<file path="config.mk">
export PLATFORM = sky130hd
export DESIGN_NAME = path_mean_heading_flat
export DESIGN_NICKNAME = d
export VERILOG_FILES = /design/src/hdl/pmh_pkg.sv /design/src/hdl/pmh_if.sv /design/src/hdl/pmh_cordic.sv /design/src/hdl/path_mean_heading.sv /design/src/flat_wrapper.sv
export SDC_FILE = /design/constraint.sdc
export NUM_CORES = 2
export LEC_CHECK = 0
export BUFFER_PORTS_ARGS = -buffer_cell sky130_fd_sc_hd__buf_2
export CAP_MARGIN = 20
export CORE_MARGIN = 2
export CORE_UTILIZATION = 55
export CTS_BUF_LIST = sky130_fd_sc_hd__clkbuf_4 sky130_fd_sc_hd__clkbuf_8 sky130_fd_sc_hd__clkbuf_16
export DETAILED_ROUTE_END_ITERATION = 8
export HOLD_SLACK_MARGIN = 0.12
export PLACE_DENSITY = 0.82
export SLEW_MARGIN = 20
export SYNTH_ARGS = -nofsm -noshare
export SYNTH_HDL_FRONTEND = slang
export SYNTH_SLANG_ARGS = --single-unit
</file>
<file path="constraint.sdc">
create_clock -name clock -period 18.5 [get_ports clock]
set_input_delay 0.925 -clock clock [delete_from_list [all_inputs] [get_ports clock]]
set_output_delay 0.925 -clock clock [all_outputs]
set_load 0.01 [all_outputs]
</file>
<file path="src/hdl/pmh_pkg.sv">
// ----------------------------------------------------------------------------
// pmh_pkg: shared types and constants for path_mean_heading
// Fixed-point constants, the arctangent table, CSR indices and cordic channel types.
// ----------------------------------------------------------------------------
package pmh_pkg;

   localparam int unsigned MEAN_POINTS_DEF = 5;
   localparam int unsigned CORDIC_STEPS    = 17;
   localparam int unsigned STEP_W          = 5;

   localparam logic [17:0] PI_Q16      = 18'd205887;
   localparam logic [17:0] HALF_PI_Q16 = 18'd102944;
   localparam logic [15:0] PI_Q13      = 16'd25736;

   localparam logic [15:0] FRAME_WIDTH_RST  = 16'd640;
   localparam logic [15:0] FRAME_HEIGHT_RST = 16'd480;

   localparam logic CSR_FRAME_WIDTH  = 1'b0;
   localparam logic CSR_FRAME_HEIGHT = 1'b1;

   // atan(2^-i) in Q16
   function automatic logic [16:0] atan_q16(input logic [STEP_W-1:0] i);
      logic [16:0] r;
      case (i)
         5'd0:  r = 17'd51472;
         5'd1:  r = 17'd30386;
         5'd2:  r = 17'd16055;
         5'd3:  r = 17'd8150;
         5'd4:  r = 17'd4091;
         5'd5:  r = 17'd2047;
         5'd6:  r = 17'd1024;
         5'd7:  r = 17'd512;
         5'd8:  r = 17'd256;
         5'd9:  r = 17'd128;
         5'd10: r = 17'd64;
         5'd11: r = 17'd32;
         5'd12: r = 17'd16;
         5'd13: r = 17'd8;
         5'd14: r = 17'd4;
         5'd15: r = 17'd2;
         5'd16: r = 17'd1;
         default: r = 17'd0;
      endcase
      return r;
   endfunction

   // cordic request and result between sequencer and unit
   typedef struct packed {
      logic        start;
      logic [16:0] ax;
      logic [16:0] ay;
   } cordic_req_type;

   typedef struct packed {
      logic        done;
      logic [17:0] angle;
   } cordic_rsp_type;

endpackage

</file>
<file path="src/hdl/pmh_if.sv">
// ----------------------------------------------------------------------------
// pmh_if: valid/ready channel interfaces
// One interface for the point words and one for the heading words.
// ----------------------------------------------------------------------------
interface pmh_point_if;
   logic               valid;
   logic               ready;
   logic signed [15:0] point_x;
   logic signed [15:0] point_z;
   logic               last_point;

   modport source (output valid, point_x, point_z, last_point, input ready);
   modport sink   (input valid, point_x, point_z, last_point, output ready);
endinterface

interface pmh_heading_if;
   logic               valid;
   logic               ready;
   logic signed [15:0] heading;
   logic               heading_valid;
   logic               path_valid;
   logic               last_result;

   modport source (output valid, heading, heading_valid, path_valid, last_result,
                   input ready);
   modport sink   (input valid, heading, heading_valid, path_valid, last_result,
                   output ready);
endinterface

</file>
<file path="src/hdl/pmh_cordic.sv">
// ----------------------------------------------------------------------------
// pmh_cordic: iterative vectoring cordic
// First-quadrant angle of (ax, ay) in Q16, one micro-rotation per cycle.
// ----------------------------------------------------------------------------
module pmh_cordic (
   input  logic                    clock,
   input  logic                    reset,
   input  pmh_pkg::cordic_req_type req,
   output pmh_pkg::cordic_rsp_type rsp
);

   logic signed [35:0] x_ff, x_in, y_ff, y_in;
   logic signed [19:0] a_ff, a_in;
   logic [pmh_pkg::STEP_W-1:0] i_ff, i_in;
   logic busy_ff, busy_in, done_ff, done_in;
   logic signed [35:0] xs, ys;
   logic [35:0] xm, ym;
   logic signed [19:0] at;
   logic [17:0] clamp;

   // shift magnitudes so negative values truncate toward zero
   always_comb begin
      xm = x_ff[35] ? 36'(-x_ff) : 36'(x_ff);
      ym = y_ff[35] ? 36'(-y_ff) : 36'(y_ff);
      xs = x_ff[35] ? -$signed(xm >> i_ff) : $signed(xm >> i_ff);
      ys = y_ff[35] ? -$signed(ym >> i_ff) : $signed(ym >> i_ff);
      at = $signed({3'b000, pmh_pkg::atan_q16(i_ff)});
   end

   // one step per cycle
   always_comb begin
      x_in = x_ff; y_in = y_ff; a_in = a_ff; i_in = i_ff;
      busy_in = busy_ff; done_in = 1'b0;
      if (req.start) begin
         x_in = $signed({5'd0, req.ax, 14'd0});
         y_in = $signed({5'd0, req.ay, 14'd0});
         a_in = '0; i_in = '0;
         if (req.ay == '0) begin
            done_in = 1'b1;
         end else if (req.ax == '0) begin
            a_in = $signed({2'b00, pmh_pkg::HALF_PI_Q16});
            done_in = 1'b1;
         end else begin
            busy_in = 1'b1;
         end
      end else if (busy_ff) begin
         if (y_ff == '0 || i_ff == pmh_pkg::STEP_W'(pmh_pkg::CORDIC_STEPS)) begin
            busy_in = 1'b0; done_in = 1'b1;
         end else begin
            if (!y_ff[35]) begin
               x_in = x_ff + ys; y_in = y_ff - xs; a_in = a_ff + at;
            end else begin
               x_in = x_ff - ys; y_in = y_ff + xs; a_in = a_ff - at;
            end
            i_in = i_ff + 1'b1;
         end
      end
   end

   always_ff @(posedge clock) begin
      x_ff <= x_in; y_ff <= y_in; a_ff <= a_in; i_ff <= i_in;
      if (reset) begin
         busy_ff <= 1'b0; done_ff <= 1'b0;
      end else begin
         busy_ff <= busy_in; done_ff <= done_in;
      end
   end

   // clamp to [0, pi/2]
   always_comb begin
      if (a_ff[19]) clamp = '0;
      else if (a_ff > $signed({2'b00, pmh_pkg::HALF_PI_Q16})) clamp = pmh_pkg::HALF_PI_Q16;
      else clamp = a_ff[17:0];
      rsp.done  = done_ff;
      rsp.angle = clamp;
   end

endmodule

</file>
<file path="src/hdl/path_mean_heading.sv">
// Work per result word: a cordic heading for up to 9 pairs (MEAN_POINTS of 5),
//   then a restoring division of the heading sum by the pair count.
// Flow: one point word at a time, taken only while idle; a path's last point
//   flushes up to MEAN_POINTS+1 results, each sent once the last one is taken.
// Reset: synchronous active high; clears window, point counts, CSRs to defaults.
// ----------------------------------------------------------------------------
// path_mean_heading: mean heading over a sliding window of path points
// Sequencer around a shared cordic unit and a serial divider.
// ----------------------------------------------------------------------------
module path_mean_heading #(
   parameter int unsigned MEAN_POINTS = pmh_pkg::MEAN_POINTS_DEF
) (
   input  logic        clock,
   input  logic        reset,
   pmh_point_if.sink   req,
   pmh_heading_if.source rsp,
   input  logic        csr_write,
   input  logic        csr_index,
   input  logic [15:0] csr_data
);

   localparam int unsigned WIN = 2 * MEAN_POINTS + 1;
   localparam int unsigned IW  = $clog2(WIN);
   localparam int unsigned CW  = $clog2(MEAN_POINTS + 2);

   typedef enum logic [8:0] {
      S_IDLE  = 9'b000000001,
      S_EMIT  = 9'b000000010,
      S_PAIR  = 9'b000000100,
      S_WAIT  = 9'b000001000,
      S_NEXT  = 9'b000010000,
      S_REV   = 9'b000100000,
      S_DIV   = 9'b001000000,
      S_OUT   = 9'b010000000,
      S_HOLD  = 9'b100000000
   } state_type;

   state_type st_ff, st_in;
   logic [15:0] fw_ff, fh_ff;
   logic signed [15:0] wx_ff [WIN], wz_ff [WIN];
   logic [CW-1:0] seen_ff, seen_in;
   logic [15:0] epos_ff, epos_in;
   logic ok_ff, ok_in, last_ff, last_in, rev_ff, rev_in, valid_ff, valid_in;
   logic [CW-1:0] j_ff, j_in, cnt_ff, cnt_in;
   logic signed [19:0] sum_ff, sum_in;
   logic signed [16:0] bx_ff, by_ff;
   logic [IW-1:0] idx, ia, ib;
   logic signed [15:0] x1, z1, x2, z2;
   logic pair_ok;
   logic pair_go;
   logic signed [16:0] bx, by;
   pmh_pkg::cordic_req_type creq;
   pmh_pkg::cordic_rsp_type crsp;
   logic [17:0] m;
   logic [15:0] hmag;
   logic signed [16:0] h;
   logic [19:0] rem_ff, rem_in, quo_ff, quo_in;
   logic [4:0] dk_ff, dk_in;
   logic [20:0] trial;
   logic signed [15:0] hd_ff, hd_in;
   logic hv_ff, hv_in, pv_ff, pv_in, lr_ff, lr_in, ov_ff, ov_in;
   logic shift_en;
   logic [19:0] mag;

   // configuration registers
   always_ff @(posedge clock) begin
      if (reset) begin
         fw_ff <= pmh_pkg::FRAME_WIDTH_RST; fh_ff <= pmh_pkg::FRAME_HEIGHT_RST;
      end else if (csr_write) begin
         if (csr_index == pmh_pkg::CSR_FRAME_WIDTH) fw_ff <= csr_data;
         else fh_ff <= csr_data;
      end
   end

   assign req.ready = (st_ff == S_IDLE);
   assign shift_en  = req.valid && req.ready;

   // point window, newest at top
   always_ff @(posedge clock) begin
      for (int i = 0; i < WIN; i++) begin
         if (reset || (st_ff == S_EMIT && last_ff && seen_ff == '0)) begin
            wx_ff[i] <= '0; wz_ff[i] <= '0;
         end else if (shift_en) begin
            if (i == WIN - 1) begin
               wx_ff[i] <= req.point_x; wz_ff[i] <= req.point_z;
            end else begin
               wx_ff[i] <= wx_ff[i+1]; wz_ff[i] <= wz_ff[i+1];
            end
         end
      end
   end

   // pair selection and validity
   always_comb begin
      idx = IW'(WIN) - IW'(seen_ff);
      if (!rev_ff) begin
         ia = idx; ib = idx + IW'(j_ff);
      end else begin
         ia = idx - IW'(j_ff); ib = idx;
      end
      x1 = wx_ff[ia]; z1 = wz_ff[ia]; x2 = wx_ff[ib]; z2 = wz_ff[ib];
      pair_ok = !(x1 == x2 && z1 == z2) && !x1[15] && !z1[15] && !x2[15] && !z2[15]
         && (x1[14:0] < fw_ff) && (x2[14:0] < fw_ff)
         && (z1[14:0] < fh_ff) && (z2[14:0] < fh_ff);
      bx = 17'(z1) - 17'(z2);
      by = 17'(x2) - 17'(x1);
      // start only for a pair inside the window and inside the path
      pair_go = (st_ff == S_PAIR) && (j_ff <= CW'(MEAN_POINTS))
         && (rev_ff ? (16'(j_ff) <= epos_ff) : (j_ff <= seen_ff - 1'b1));
      creq.start = pair_go && pair_ok;
      creq.ax = bx[16] ? 17'(-bx) : 17'(bx);
      creq.ay = by[16] ? 17'(-by) : 17'(by);
   end

   pmh_cordic u_cordic (.clock(clock), .reset(reset), .req(creq), .rsp(crsp));

   // quadrant fix and rounding to Q13
   always_comb begin
      m = bx_ff[16] ? pmh_pkg::PI_Q16 - crsp.angle : crsp.angle;
      hmag = 16'((m + 18'd4) >> 3);
      h = by_ff[16] ? -$signed({1'b0, hmag}) : $signed({1'b0, hmag});
      if (h == -$signed({1'b0, pmh_pkg::PI_Q13})) h = $signed({1'b0, pmh_pkg::PI_Q13});
      mag = sum_ff[19] ? 20'(-sum_ff) : 20'(sum_ff);
      trial = {rem_ff, quo_ff[19]} - 21'(cnt_ff);
   end

   // sequencer
   always_comb begin
      st_in = st_ff; seen_in = seen_ff; epos_in = epos_ff; ok_in = ok_ff;
      last_in = last_ff; rev_in = rev_ff; valid_in = valid_ff; j_in = j_ff;
      cnt_in = cnt_ff; sum_in = sum_ff; rem_in = rem_ff; quo_in = quo_ff;
      dk_in = dk_ff; hd_in = hd_ff; hv_in = hv_ff; pv_in = pv_ff; lr_in = lr_ff;
      ov_in = ov_ff;
      if (ov_ff && rsp.ready) ov_in = 1'b0;
      case (st_ff)
         S_IDLE: begin
            if (shift_en) begin
               seen_in = seen_ff + 1'b1;
               last_in = req.last_point;
               if (req.last_point || seen_ff + 1'b1 >= CW'(MEAN_POINTS + 1))
                  st_in = S_EMIT;
            end
         end
         S_EMIT: begin
            if (seen_ff == '0) begin
               epos_in = '0; ok_in = 1'b1; last_in = 1'b0; st_in = S_IDLE;
            end else begin
               rev_in = 1'b0; j_in = CW'(1); cnt_in = '0; sum_in = '0;
               valid_in = 1'b1; st_in = S_PAIR;
            end
         end
         S_PAIR: begin
            if (!rev_ff && (j_ff > CW'(MEAN_POINTS) || j_ff > seen_ff - 1'b1)) begin
               st_in = S_NEXT;
            end else if (rev_ff && j_ff > CW'(MEAN_POINTS)) begin
               st_in = S_DIV;
            end else if (rev_ff && 16'(j_ff) > epos_ff) begin
               valid_in = 1'b0; cnt_in = '0; st_in = S_DIV;
            end else if (!pair_ok) begin
               st_in = rev_ff ? S_DIV : S_NEXT;
            end else begin
               st_in = S_WAIT;
            end
         end
         S_WAIT: begin
            if (crsp.done) begin
               sum_in = sum_ff + 20'(h); cnt_in = cnt_ff + 1'b1;
               j_in = j_ff + 1'b1; st_in = S_PAIR;
            end
         end
         S_NEXT: begin
            if (cnt_ff == CW'(MEAN_POINTS)) begin
               st_in = S_DIV;
            end else begin
               rev_in = 1'b1; j_in = CW'(1); cnt_in = '0; sum_in = '0; st_in = S_PAIR;
            end
         end
         S_DIV: begin
            if (dk_ff == '0 && quo_ff == '0 && rem_ff == '0 && !rev_in) begin
               rem_in = '0;
            end
            if (cnt_ff == '0) begin
               valid_in = 1'b0; st_in = S_OUT;
            end else if (dk_ff == '0) begin
               rem_in = '0; quo_in = mag + 20'(cnt_ff >> 1); dk_in = 5'd20;
            end else begin
               if (!trial[20]) begin
                  rem_in = trial[19:0]; quo_in = {quo_ff[18:0], 1'b1};
               end else begin
                  rem_in = {rem_ff[18:0], quo_ff[19]}; quo_in = {quo_ff[18:0], 1'b0};
               end
               dk_in = dk_ff - 1'b1;
               if (dk_ff == 5'd1) st_in = S_OUT;
            end
         end
         S_OUT: begin
            if (!ov_ff) begin
               hv_in = valid_ff;
               hd_in = !valid_ff ? '0 : (sum_ff[19] ? 16'(-quo_ff) : 16'(quo_ff));
               lr_in = last_ff && seen_ff == CW'(1);
               pv_in = lr_in && ok_ff && valid_ff;
               if (!valid_ff) ok_in = 1'b0;
               ov_in = 1'b1;
               seen_in = seen_ff - 1'b1;
               if (epos_ff != 16'hFFFF) epos_in = epos_ff + 1'b1;
               st_in = S_HOLD;
            end
         end
         S_HOLD: begin
            st_in = last_ff ? S_EMIT : S_IDLE;
         end
         default: st_in = S_IDLE;
      endcase
   end

   always_ff @(posedge clock) begin
      if (st_ff == S_PAIR) begin
         bx_ff <= bx; by_ff <= by;
      end
      j_ff <= j_in; cnt_ff <= cnt_in; sum_ff <= sum_in; rem_ff <= rem_in;
      quo_ff <= quo_in; hd_ff <= hd_in; hv_ff <= hv_in; pv_ff <= pv_in;
      lr_ff <= lr_in; rev_ff <= rev_in; valid_ff <= valid_in;
      if (reset) begin
         st_ff <= S_IDLE; seen_ff <= '0; epos_ff <= '0; ok_ff <= 1'b1;
         last_ff <= 1'b0; ov_ff <= 1'b0; dk_ff <= '0;
      end else begin
         st_ff <= st_in; seen_ff <= seen_in; epos_ff <= epos_in; ok_ff <= ok_in;
         last_ff <= last_in; ov_ff <= ov_in; dk_ff <= dk_in;
      end
   end

   // result word register
   assign rsp.valid         = ov_ff;
   assign rsp.heading       = hd_ff;
   assign rsp.heading_valid = hv_ff;
   assign rsp.path_valid    = pv_ff;
   assign rsp.last_result   = lr_ff;

endmodule
</file>
<file path="src/flat_wrapper.sv">
// flat-port wrapper written by rule: the top's interface ports become plain ports
module path_mean_heading_flat 
#(
   parameter int unsigned MEAN_POINTS = pmh_pkg::MEAN_POINTS_DEF
)
  (clock, reset, csr_write, csr_index, csr_data, req_valid, req_point_x, req_point_z, req_last_point, req_ready, rsp_valid, rsp_heading, rsp_heading_valid, rsp_path_valid, rsp_last_result, rsp_ready);
  pmh_point_if req_i ();
  pmh_heading_if rsp_i ();
  input  logic clock;
  input  logic reset;
  input  logic csr_write;
  input  logic csr_index;
  input  logic [15:0] csr_data;
  input wire logic [$bits(req_i.valid)-1:0] req_valid;
  input wire logic [$bits(req_i.point_x)-1:0] req_point_x;
  input wire logic [$bits(req_i.point_z)-1:0] req_point_z;
  input wire logic [$bits(req_i.last_point)-1:0] req_last_point;
  output wire logic [$bits(req_i.ready)-1:0] req_ready;
  output wire logic [$bits(rsp_i.valid)-1:0] rsp_valid;
  output wire logic [$bits(rsp_i.heading)-1:0] rsp_heading;
  output wire logic [$bits(rsp_i.heading_valid)-1:0] rsp_heading_valid;
  output wire logic [$bits(rsp_i.path_valid)-1:0] rsp_path_valid;
  output wire logic [$bits(rsp_i.last_result)-1:0] rsp_last_result;
  input wire logic [$bits(rsp_i.ready)-1:0] rsp_ready;
  assign req_i.valid = req_valid;
  assign req_i.point_x = req_point_x;
  assign req_i.point_z = req_point_z;
  assign req_i.last_point = req_last_point;
  assign req_ready = req_i.ready;
  assign rsp_valid = rsp_i.valid;
  assign rsp_heading = rsp_i.heading;
  assign rsp_heading_valid = rsp_i.heading_valid;
  assign rsp_path_valid = rsp_i.path_valid;
  assign rsp_last_result = rsp_i.last_result;
  assign rsp_i.ready = rsp_ready;
  path_mean_heading #(.MEAN_POINTS(MEAN_POINTS)) u_core (.clock(clock), .reset(reset), .req(req_i), .rsp(rsp_i), .csr_write(csr_write), .csr_index(csr_index), .csr_data(csr_data));
endmodule
</file>
==> impl_metrics.csv <==
group,metric,value,unit
route,routedWlPerCell,22.9,um
cts,postCtsSetupRepairBufs,0,
pwr,power.static_leakage,22.2,nW
placement,placed_area,0.0554,mm2
outcome,outcome,"finished, final reports clean",
route,drcViolationCount,0,
pwr,ir_drop,0.119,mV
die,die_area,0.102,mm2
placement,dp_hpwl,125000,um
global_routing,grt_max_degree,163,
sta,finClkSkew,42.0,ps
setup_path,cp_slowest_cell,"nand2b_1",
sta,fin_crit_sh,56.7,%
global_routing,grt_pass1_vias,47600,
setup_path,cp_max_fo,61,
setup_path,crit_type,"register to register",
cts,clk_pin_slew_worst_paths,60,ps
cts,ctsResizeCount,0,
synthesis,synth.distinct_cells,123,
synthesis,yosysMostFrequentCell,"nand2_1",
finish,drive_gt1_share,7.80,%
cts,clock_path_buffers,3,
synthesis,ys_seq_area_share,32.0,%
global_routing,antenna_found_initial,1,
pwr,power.density,112,mW/mm2
sta,tns,0,ps
sta,fmax,95.4,MHz
sta,setup_viol,0,
synthesis,synth_edf_count,495,
cts,h-tree-depth,3,
setup_path,arrival,11020,ps
synthesis,postSynthCellCount,6618,
worst_hold_path,hold_depth,2,
synthesis,synth_fp_nets,6930,
sta,post-route-min-period,10480,ps
synthesis,synthesis.area,0.0545,mm2
cts,cts_buffers,73,
finish,design_area,0.0579,mm2
route,drtAntennaViolNets,0,
die,floorplan.rows,115,
sta,setup_ws,8020,ps
finish,nets,6717,
global_routing,gr-total-overflow,0,
route,dr.first_iter.drc_count,7315,
synthesis,yosys-top-cells-count,"nand2_1, edfxtp_1, nor2_1",
synthesis,syn_area_per_cell,8.23,um2
finish,nFillCells,8508,
setup_path,cp.required,19040,ps
global_routing,track_usage,33.5,%
setup_path,start_kind,"register",
setup_path,reg2regPathDepth,34,
placement,dp_slack,8510,ps
synthesis,yosysWarnings,0,
sta,slew_viol_final,0,
synthesis,synth_top_area_share,27.3,%
sta,finalHoldViolCount,0,
worst_hold_path,min_path_type,"register to register",
die,die_x,319,um
route,firstDrtPassIters,9,
die,start_util,55.4,%
synthesis,synth_flop_cell,"edfxtp_1",
finish,area_delta_synth_final,6.33,%
synthesis,async_reset_ff_share,0,%
route,num_vias,52000,
route,routed_wl,178000,um
cts,clkSinkCount,623,
sta,tightest_slew,1080,ps
sta,slew_headroom,27.6,%
setup_path,cp-end-kind,"register",
cts,tritoncts,"yes",
synthesis,yosysTopAreaCell,"edfxtp_1",
die,core,0.0983,mm2
setup_path,critPathMaxStageDelay,820,ps
die,die_h,319,um
synthesis,synth_seq_cells,623,
sta,rsz0062_at_grt,"no",
global_routing,grt_pass1_wl,274000,um
flow_run,drv_cap,0,
placement,place.gp.congestion,1.08,
route,avgViaCountPerCell,6.70,
cts,cts_root_buf,"clkbuf_16",
finish,utilization,58.9,%
cts,cts_hold_buffers,0,
synthesis,yosys-top-cells-area,"edfxtp_1, nand2_1, ha_1, and2_1, dfxtp_1",
cts,insertion_delay,690,ps
placement,io_buffers,75,
die,ios,76,
pwr,power,6.51,mW
[flip-flops by register name, indices dropped and copies added (netlist names), 3 cells and up]
| register | count |
|---|---|
| u_core.cnt_ff | 3 |
| u_core.dk_ff | 5 |
| u_core.epos_ff | 16 |
| u_core.fh_ff | 16 |
| u_core.fw_ff | 16 |
| u_core.j_ff | 3 |
| u_core.quo_ff | 20 |
| u_core.rem_ff | 20 |
| u_core.rsp.heading | 16 |
| u_core.seen_ff | 3 |
| u_core.st_ff | 8 |
| u_core.sum_ff | 20 |
| u_core.u_cordic.a_ff | 20 |
| u_core.u_cordic.at | 16 |
| u_core.u_cordic.i_ff | 5 |
| u_core.u_cordic.x_ff | 36 |
| u_core.u_cordic.y_ff | 36 |
| u_core.wx_ff | 176 |
| u_core.wz_ff | 176 |
[metrics by stage]
stage / hold slack (ps) / cells
global placement: 446 / 7615
detailed placement: 451 / 7615
CTS: 459 / 7750
finish: 456 / 7753
global route: 488 / 7752
floorplan: 436 / 6618
[metal layers]
metal	up-vias	track usage, %	share of wire (%)	wire length [um]
met5	-	0	0	0
met4	0	12.8	4.1	7340
met3	508	6.69	11	19700
met2	3077	52.0	44	78600
met1	24700	46.1	41	71900
li1	23700	-	-	-
[power breakdown]
part	internal, mW	switching [mW]	leakage, nW
Combinational	1.06	2.05	14.7
Clock	0.873	0.638	1.24
Sequential	1.75	0.146	6.24
[cell type report]
class                           instances  area (um2)  area share (%)
Timing Repair Buffer                  153        1010            1.74
Inverter                              203         762            1.32
Tap cell                             1287        1610            2.78
Antenna cell                            1        2.50         0.00432
Clock buffer                           99        2090            3.61
Multi-Input combinational cell       5351       34600            59.7
Clock inverter                         36         403           0.696
Sequential cell                       623       17400            30.1
[path summary, 6_finish.rpt]
check | start | end | slack [ps]
worst max register to register | u_core.u_cordic.i_ff[0] | u_core.u_cordic.y_ff[35] | 8020
worst min register to register | u_core.fw_ff[1] | u_core.fw_ff[1] | 460
worst max-delay path | u_core.u_cordic.i_ff[0] | u_core.u_cordic.y_ff[35] | 8020
worst min-delay path | u_core.fw_ff[1] | u_core.fw_ff[1] | 460
[logic make-up after synthesis]
family                   synth area share, %
AO/OA/AOI/OAI                           20.7
XOR/XNOR                                6.79
adder cells (fa/ha/maj)                 6.04
buffers and inverters                   4.74
flip-flops                              32.0
multiplexers                            3.09
AND/OR/NAND/NOR                         26.6
[critical path: cells and delay by family (launching register included)]
kind | cells | cell delay (ps)
AO/OA/AOI/OAI | 12 | 2820
AND/OR/NAND/NOR | 12 | 3920
adder cells (fa/ha/maj) | 2 | 570
buffers and inverters | 2 | 800
multiplexers | 3 | 600
flip-flops | 1 | 770
XOR/XNOR | 3 | 750
[placed cells by master (no fill, tap or decap), types with 145 or more instances in the layout]
| cell | count |
|---|---|
| a21oi_1 | 421 |
| and2_1 | 458 |
| edfxtp_1 | 495 |
| ha_1 | 247 |
| inv_1 | 197 |
| nand2_1 | 982 |
| nand3_1 | 242 |
| nor2_1 | 458 |
| nor3_1 | 145 |
| o21ai_0 | 258 |
| xnor2_1 | 264 |
| xor2_1 | 157 |
Note: power is estimated with default switching activity, not from simulation.
